<file path="config.mk">
export PLATFORM = sky130hd
export DESIGN_NAME = one_wire_pulse_width_transmitter
export DESIGN_NICKNAME = d
export VERILOG_FILES = /design/src/rtl/core/owpt_pkg.sv /design/src/rtl/core/one_wire_pulse_width_transmitter.sv
export SDC_FILE = /design/constraint.sdc
export NUM_CORES = 1
export LEC_CHECK = 0
export BUFFER_PORTS_ARGS = -buffer_cell sky130_fd_sc_hd__buf_2
export CAP_MARGIN = 20
export CORE_MARGIN = 1
export CORE_UTILIZATION = 25
export DETAILED_ROUTE_END_ITERATION = 10
export SLEW_MARGIN = 0
export SYNTH_ARGS = -nofsm -noshare
export SYNTH_HDL_FRONTEND = slang
export SYNTH_SLANG_ARGS = --single-unit
</file>
<file path="constraint.sdc">
create_clock -name clk -period 2.95 [get_ports clk]
set_input_delay 0.4425 -clock clk [delete_from_list [all_inputs] [get_ports clk]]
set_output_delay 0.4425 -clock clk [all_outputs]
set_load 0.02 [all_outputs]
</file>
<file path="src/rtl/core/owpt_pkg.sv">
// ----------------------------------------------------------------------------
// owpt_pkg
// Shared codes and constants of the one-wire pulse-width transmitter.
// ----------------------------------------------------------------------------
package owpt_pkg;

	localparam int unsigned CFG_ADDR_W = 3;
	localparam int unsigned CFG_DATA_W = 16;

	typedef enum logic [CFG_ADDR_W-1:0] {
		REG_START_HIGH = 3'd0,
		REG_START_LOW  = 3'd1,
		REG_LONG       = 3'd2,
		REG_SHORT      = 3'd3,
		REG_BUSY_WAIT  = 3'd4
	} reg_index_t;

	typedef enum logic [1:0] {
		OP_TICK       = 2'd0,
		OP_SEND_MODE  = 2'd1,
		OP_SEND_FRAME = 2'd2,
		OP_RESERVED   = 2'd3
	} op_t;

	localparam logic [7:0] FRAME_HEAD_BYTE = 8'h0A;
	localparam logic [7:0] DECIMAL_BASE    = 8'd10;
	localparam logic [7:0] DIV10_MUL       = 8'd205;
	localparam int unsigned DIV10_SHIFT    = 11;

	localparam logic [15:0] RST_START_HIGH = 16'd100;
	localparam logic [15:0] RST_START_LOW  = 16'd3000;
	localparam logic [15:0] RST_LONG       = 16'd1500;
	localparam logic [15:0] RST_SHORT      = 16'd500;

	localparam int unsigned OUT_LINE_BIT = 0;
	localparam int unsigned OUT_IDLE_BIT = 1;
	localparam int unsigned OUT_ACC_BIT  = 2;

endpackage

</file>
<file path="src/rtl/core/one_wire_pulse_width_transmitter.sv">
// ----------------------------------------------------------------------------
// one_wire_pulse_width_transmitter
// Pulse-width encoder for an idle-high control line, advanced by tick beats.
// ----------------------------------------------------------------------------
// The result beat of each input beat is written to the output register when the beat is taken.
// Throughput: one beat per cycle unless a result is stalled; the output register lets a
// new beat enter while the previous result is taken in the same cycle.
// Reset: asynchronous, active low; the line idles high, the queue is empty and
// the timing registers take their default values.
// ----------------------------------------------------------------------------
module one_wire_pulse_width_transmitter
	import owpt_pkg::*;
#(
	parameter int unsigned QUEUE_DEPTH = 4
) (
	input  logic                  clk,
	input  logic                  arst_n,
	input  logic                  cfg_we,
	input  logic [CFG_ADDR_W-1:0] cfg_addr,
	input  logic [CFG_DATA_W-1:0] cfg_wdata,
	input  logic                  s_tvalid,
	output logic                  s_tready,
	// [7:0] number, [15:8] mode_byte, [16] busy_line, [23:17] zero
	input  logic [23:0]           s_tdata,
	// [1:0] op
	input  logic [1:0]            s_tuser,
	output logic                  m_tvalid,
	input  logic                  m_tready,
	// [0] line_level, [1] idle, [2] accepted, [7:3] zero
	output logic [7:0]            m_tdata
);

	localparam int unsigned CNT_W = $clog2(QUEUE_DEPTH + 1);

	typedef enum logic [2:0] {
		PH_IDLE,
		PH_WAIT,
		PH_START_HIGH,
		PH_START_LOW,
		PH_BIT_HIGH,
		PH_BIT_LOW
	} phase_t;

	function automatic logic [15:0] dur(input logic [15:0] v);
		dur = (v == 16'd0) ? 16'd1 : v;
	endfunction

	logic [15:0] start_high_q, start_low_q, long_q, short_q;
	logic        busy_wait_q;

	phase_t             phase_q, phase_d;
	logic [15:0]        timer_q, timer_d;
	logic [2:0]         bit_q, bit_d;
	logic [7:0]         shift_q, shift_d;
	logic [7:0]         queue_q [QUEUE_DEPTH];
	logic [7:0]         queue_d [QUEUE_DEPTH];
	logic [CNT_W-1:0]   count_q, count_d;
	logic               line_q, line_d;
	logic               out_valid_q;
	logic [7:0]         out_data_q;

	logic        take;
	logic        is_idle;
	logic        is_req;
	logic [7:0]  number;
	logic [7:0]  mode_byte;
	logic        busy_line;
	logic [15:0] div_prod;
	logic [7:0]  tens;
	logic [7:0]  units;
	logic [7:0]  fb [4];
	logic [CNT_W-1:0] fn;
	logic        o_line, o_idle, o_acc;
	logic [7:0]  o_data;

	assign s_tready = !out_valid_q || m_tready;
	assign take     = s_tvalid && s_tready;
	assign m_tvalid = out_valid_q;
	assign m_tdata  = out_data_q;

	assign number    = s_tdata[7:0];
	assign mode_byte = s_tdata[15:8];
	assign busy_line = s_tdata[16];
	assign is_req    = (s_tuser == OP_SEND_MODE) || (s_tuser == OP_SEND_FRAME);
	assign is_idle   = (phase_q == PH_IDLE) && (count_q == '0);

	assign div_prod = 16'(number) * 16'(DIV10_MUL);
	assign tens     = 8'(div_prod >> DIV10_SHIFT);
	assign units    = number - 8'((tens << 3) + (tens << 1));

	always_comb begin
		fb[0] = mode_byte;
		fb[1] = mode_byte;
		fb[2] = mode_byte;
		fb[3] = mode_byte;
		fn    = CNT_W'(1);
		if (s_tuser == OP_SEND_FRAME) begin
			fb[0] = FRAME_HEAD_BYTE;
			if (number < DECIMAL_BASE) begin
				fb[1] = number;
				fn    = CNT_W'(3);
			end else begin
				fb[1] = tens;
				fb[2] = units;
				fn    = CNT_W'(4);
			end
		end
	end

	always_comb begin
		phase_d = phase_q;
		timer_d = timer_q;
		bit_d   = bit_q;
		shift_d = shift_q;
		count_d = count_q;
		line_d  = line_q;
		queue_d = queue_q;
		o_line  = line_q;
		o_idle  = is_idle;
		o_acc   = 1'b0;
		if (take) begin
			if (is_req) begin
				if (is_idle) begin
					o_acc  = 1'b1;
					line_d = 1'b1;
					if (busy_wait_q && busy_line) begin
						phase_d = PH_WAIT;
						for (int i = 0; i < 4; i++) begin
							queue_d[i] = fb[i];
						end
						count_d = fn;
					end else begin
						shift_d = fb[0];
						for (int i = 0; i < 3; i++) begin
							queue_d[i] = fb[i+1];
						end
						count_d = fn - CNT_W'(1);
						bit_d   = 3'd0;
						phase_d = PH_START_HIGH;
						timer_d = dur(start_high_q);
					end
				end
				o_line = line_d;
				o_idle = (phase_d == PH_IDLE) && (count_d == '0);
			end else begin
				case (phase_q)
					PH_IDLE: begin
					end
					PH_WAIT: begin
						if (!busy_line) begin
							if (count_q != '0) begin
								shift_d = queue_q[0];
								for (int i = 0; i < QUEUE_DEPTH - 1; i++) begin
									queue_d[i] = queue_q[i+1];
								end
								count_d = count_q - CNT_W'(1);
								bit_d   = 3'd0;
								phase_d = PH_START_HIGH;
								line_d  = 1'b1;
								timer_d = dur(start_high_q);
							end else begin
								phase_d = PH_IDLE;
							end
						end
					end
					default: begin
						if (timer_q > 16'd1) begin
							timer_d = timer_q - 16'd1;
						end else begin
							case (phase_q)
								PH_START_HIGH: begin
									phase_d = PH_START_LOW;
									line_d  = 1'b0;
									timer_d = dur(start_low_q);
								end
								PH_START_LOW: begin
									phase_d = PH_BIT_HIGH;
									line_d  = 1'b1;
									timer_d = dur(shift_q[0] ? long_q : short_q);
								end
								PH_BIT_HIGH: begin
									phase_d = PH_BIT_LOW;
									line_d  = 1'b0;
									timer_d = dur(shift_q[0] ? short_q : long_q);
								end
								default: begin
									if (bit_q == 3'd7) begin
										line_d  = 1'b1;
										timer_d = 16'd0;
										if (count_q != '0) begin
											shift_d = queue_q[0];
											for (int i = 0; i < QUEUE_DEPTH - 1; i++) begin
												queue_d[i] = queue_q[i+1];
											end
											count_d = count_q - CNT_W'(1);
											bit_d   = 3'd0;
											phase_d = PH_START_HIGH;
											timer_d = dur(start_high_q);
										end else begin
											phase_d = PH_IDLE;
										end
									end else begin
										bit_d   = bit_q + 3'd1;
										shift_d = shift_q >> 1;
										phase_d = PH_BIT_HIGH;
										line_d  = 1'b1;
										timer_d = dur(shift_q[1] ? long_q : short_q);
									end
								end
							endcase
						end
					end
				endcase
			end
		end
	end

	always_comb begin
		o_data               = 8'd0;
		o_data[OUT_LINE_BIT] = o_line;
		o_data[OUT_IDLE_BIT] = o_idle;
		o_data[OUT_ACC_BIT]  = o_acc;
	end

	always_ff @(posedge clk or negedge arst_n) begin
		if (!arst_n) begin
			start_high_q <= RST_START_HIGH;
			start_low_q  <= RST_START_LOW;
			long_q       <= RST_LONG;
			short_q      <= RST_SHORT;
			busy_wait_q  <= 1'b0;
			phase_q      <= PH_IDLE;
			timer_q      <= 16'd0;
			bit_q        <= 3'd0;
			shift_q      <= 8'd0;
			count_q      <= '0;
			line_q       <= 1'b1;
			out_valid_q  <= 1'b0;
			out_data_q   <= 8'd0;
		end else begin
			if (cfg_we) begin
				case (cfg_addr)
					REG_START_HIGH: start_high_q <= cfg_wdata;
					REG_START_LOW:  start_low_q  <= cfg_wdata;
					REG_LONG:       long_q       <= cfg_wdata;
					REG_SHORT:      short_q      <= cfg_wdata;
					REG_BUSY_WAIT:  busy_wait_q  <= cfg_wdata[0];
					default: begin
					end
				endcase
			end
			phase_q <= phase_d;
			timer_q <= timer_d;
			bit_q   <= bit_d;
			shift_q <= shift_d;
			count_q <= count_d;
			line_q  <= line_d;
			if (take) begin
				out_valid_q <= 1'b1;
				out_data_q  <= o_data;
			end else if (m_tready) begin
				out_valid_q <= 1'b0;
			end
		end
	end

	always_ff @(posedge clk) begin
		queue_q <= queue_d;
	end

endmodule

</file>
==> flow_metrics.tcl <==
set metrics [dict create \
    grt_setup_unrepaired "yes" \
    globalplace.congestion 0.902 \
    hold_viol 0 \
    die_x_um 198 \
    final_util 0.328 \
    post-route-drc-count 0 \
    violations "negative setup slack" \
    use_met2 0.268 \
    yosys.area.top_type "dfrtp_1" \
    cts_buffer_depth 2 \
    dieArea_um2 39200 \
    yosys_register_bits 135 \
    numCtsBuffers 17 \
    cp.arrival_ns 5.27 \
    ant_nets 0 \
    cts_tree "done" \
    port_buffers 47 \
    row_count 71 \
    status "complete, but fails checks" \
    wl_um 29600 \
    timing.final.crit_period_ns 5.09 \
    antenna_found_initial 1 \
    synth_cells 1003 \
    finalSetupTns_ns -28.51 \
    synth.area.top_cells "dfrtp_1, edfxtp_1, ha_1, mux2_2, dfstp_2" \
    clkTransAtPathRegs_ns 0.07 \
    start_util 0.255 \
    r2r_start "timer_q[12]" \
    critPathMaxFanout 4 \
    cts_root_buffer "clkbuf_16" \
    start_kind "primary input" \
    core_um2 37800 \
    critPathKind "in2reg" \
    final_area_um2 12400 \
    holdPathStages 1 \
    met1_usage 0.191 \
    maxCapViolCount 0 \
    ff_latch_area_um2 3570 \
    fin_nets 1267 \
    critPathSlowestCell "fa_1" \
    critPathCaptureType "flip-flop" \
    grt_pass1_vias 8315 \
    drive_gt1_frac 0.327 \
    dp_hpwl_um 22400 \
    htreeDepth 4 \
    cts_sinks 135 \
    total_power_mw 12.2 \
    power.leakage_nw 5.06 \
    max_freq_mhz 197 \
    vias 8527 \
    ios 60 \
    synth_edf_count 32 \
    hold_start "s_tdata[11]" \
    r2r_cells 6 \
    whs_endpoint "queue_q[3]" \
    grt_pass1_wl_um 46800 \
    via_per_inst 5.11 \
    grtUsageTotal 0.153 \
    die_h_um 198 \
    fillers 3851 \
    grt_overflow 0 \
    async_flop_share 0.763 \
    holdCritPathClass "in2reg" \
    synth_cell_type_count 80 \
    synth_top_cell_area_share 0.206 \
    grt_util_met3 0.0215 \
    finClkSkew_ns 0.0166 \
    slew_headroom 0.535 \
    placed_area_um2 11400 \
    cp_slowest_stage_delay_ns 0.50 \
    dp_slack_ns -2.69 \
    drt_iter0_markers 504 \
    synth_flop_cell "dfrtp_1" \
    period_share 1.72 \
    layout_setup_ws_ns -2.14 \
    rrSetupSlack_ns 0.32 \
    clk_latency_ns 0.43 \
    ir_worst_vdd_v 0.000613 \
    cp_cell_sequence "buf_12 -> ha_4 -> xor2_1 -> ha_1 -> fa_1 -> inv_2 -> fa_1 -> inv_2 -> ha_4 -> o2111ai_4 -> buf_6 -> o21ai_4 -> a31oi_2 -> xnor2_2 -> fa_1 -> inv_1 -> ha_4 -> a21o_1 -> buf_4 -> o41ai_4 -> a211oi_1 -> a31o_2 -> a221o_1" \
    multiInputGateArea_um2 6080 \
    syn_area_um2 9610 \
    syn2layout_area_growth_pct 29.0 \
    drtPass1Iterations 5 \
    setup_viol 20 \
    worstMarginPinSlew_ns 0.692 \
    yosysSeqAreaShare 0.371 \
    powerDensity_nw_per_um2 985 \
    avgRoutedWirePerCell_um 17.8 \
    reg2reg_to "timer_q[1]" \
    drv_slew 0 \
    grt_max_degree 52 \
    worstPathRequired_ns 3.13 \
    grt-busiest-layer "met2" \
    synth.avg_cell_area_um2 9.58 \
    ys_warn_count 0 \
]
==> layout make-up <==
type	instances	share of cell area
clock buffers	19	0.0366
diodes	2	0.000404
repair buffers	172	0.105
multi-input cells	763	0.491
well taps	511	0.0516
flip-flops and latches	135	0.288
inverters	53	0.0171
clock inverters	13	0.0108
==> synth_stat cells, types with 8 or more instances <==
| master | count |
|---|---|
| a211oi_1 | 10 |
| a21o_1 | 11 |
| a21oi_1 | 67 |
| a221oi_1 | 9 |
| a31oi_1 | 17 |
| buf_2 | 12 |
| clkbuf_1 | 35 |
| dfrtp_1 | 79 |
| dfstp_2 | 24 |
| edfxtp_1 | 32 |
| fa_1 | 12 |
| ha_1 | 63 |
| inv_1 | 52 |
| mux2_2 | 67 |
| mux2i_1 | 29 |
| nand2_1 | 103 |
| nand2b_1 | 8 |
| nand3_1 | 19 |
| nor2_1 | 60 |
| nor2b_1 | 9 |
| nor3_1 | 20 |
| nor4_1 | 17 |
| o211ai_1 | 10 |
| o21ai_0 | 65 |
| o22ai_1 | 10 |
| o31ai_1 | 9 |
| xnor2_1 | 17 |
| xor2_1 | 11 |
==> logic make-up (layout without fill, tap and decap cells) <==
kind of cell             after synthesis  in the layout  share of synthesized area
AND/OR/NAND/NOR                      272            272                      0.135
AO/OA/AOI/OAI                        287            287                      0.205
multiplexers                          96             96                      0.109
XOR/XNOR                              28             28                     0.0255
buffers and inverters                109            257                     0.0474
flip-flops                           135            135                      0.371
adder cells (fa/ha/maj)               75             75                      0.107
other                                  1              7                   0.000390
==> how the worst max path moves through the flow <==
stage                from          end  slack [ns]
2_1_floorplan  s_tdata[1]  queue_q[15]       -2.37
3_3_place_gp   s_tdata[1]  queue_q[21]       -2.60
3_5_place_dp   s_tdata[2]  queue_q[15]       -2.69
4_1_cts        s_tdata[2]  queue_q[23]       -2.16
5_1_grt        s_tdata[1]  queue_q[23]       -2.39
6_report       s_tdata[1]  queue_q[21]       -2.14
==> per-stage QoR <==
step	hold WS, ns	std cells
global placement	0.329	1619
global route	0.257	1666
finish	0.258	1668
floorplan	0.147	1007
CTS	0.248	1665
detailed placement	0.329	1619
==> sequential cells by signal (all words and copies together) (netlist names) <==
register      count
start_low_q      16
m_tdata           3
line_q            1
count_q           3
queue_q          32
timer_q          16
start_high_q     16
phase_q           3
bit_q             3
long_q           16
short_q          16
shift_q           8
busy_wait_q       1
m_tvalid          1
==> cell usage in the layout (no fill, tap or decap), types with 9 or more instances in the layout <==
master	n
mux2_2	67
xor2_1	10
a211oi_1	9
o211ai_1	10
ha_4	15
dfstp_2	24
buf_2	41
edfxtp_1	32
fa_1	12
nand2_1	101
a221oi_1	9
o22ai_1	10
mux2i_1	27
xnor2_1	10
a21oi_1	61
buf_6	15
nand3_1	19
ha_1	45
nor3_1	20
nor4_1	16
o21ai_1	9
nor2_1	60
clkbuf_16	18
a31oi_1	15
a21o_1	11
o21ai_0	57
inv_1	39
buf_4	110
dfrtp_1	79
inv_2	10
==> critical path: cells and delay by family <==
| family | cells | cell delay [ns] |
|---|---|---|
| adder cells (fa/ha/maj) | 7 | 2.41 |
| buffers and inverters | 6 | 0.54 |
| XOR/XNOR | 2 | 0.31 |
| AO/OA/AOI/OAI | 8 | 1.54 |
==> power by group <==
part | switching (mW) | total [mW] | internal [mW] | leakage (nW)
logic | 3.53 | 7.05 | 3.53 | 3.28
registers | 0.561 | 2.99 | 2.43 | 1.49
clock network | 0.935 | 2.17 | 1.24 | 0.292
==> what timing repair did <==
item / CTS / global route
endpoints found under the setup margin: 20 / 24
hold endpoints to repair: 13 / 0
pin swaps: 26 / 17
hold buffers: 1 / 0
gates resized for setup: 41 / 26
setup buffers: 14 / 1
==> per-layer routing <==
| metal | part of all wire | up-vias |
|---|---|---|
| met3 | 0.051 | 52 |
| met2 | 0.50 | 252 |
| met4 | 0.026 | 0 |
| li1 | - | 3996 |
| met1 | 0.42 | 4227 |
| met5 | 0 | - |
Note: power is estimated with default switching activity, not from simulation.
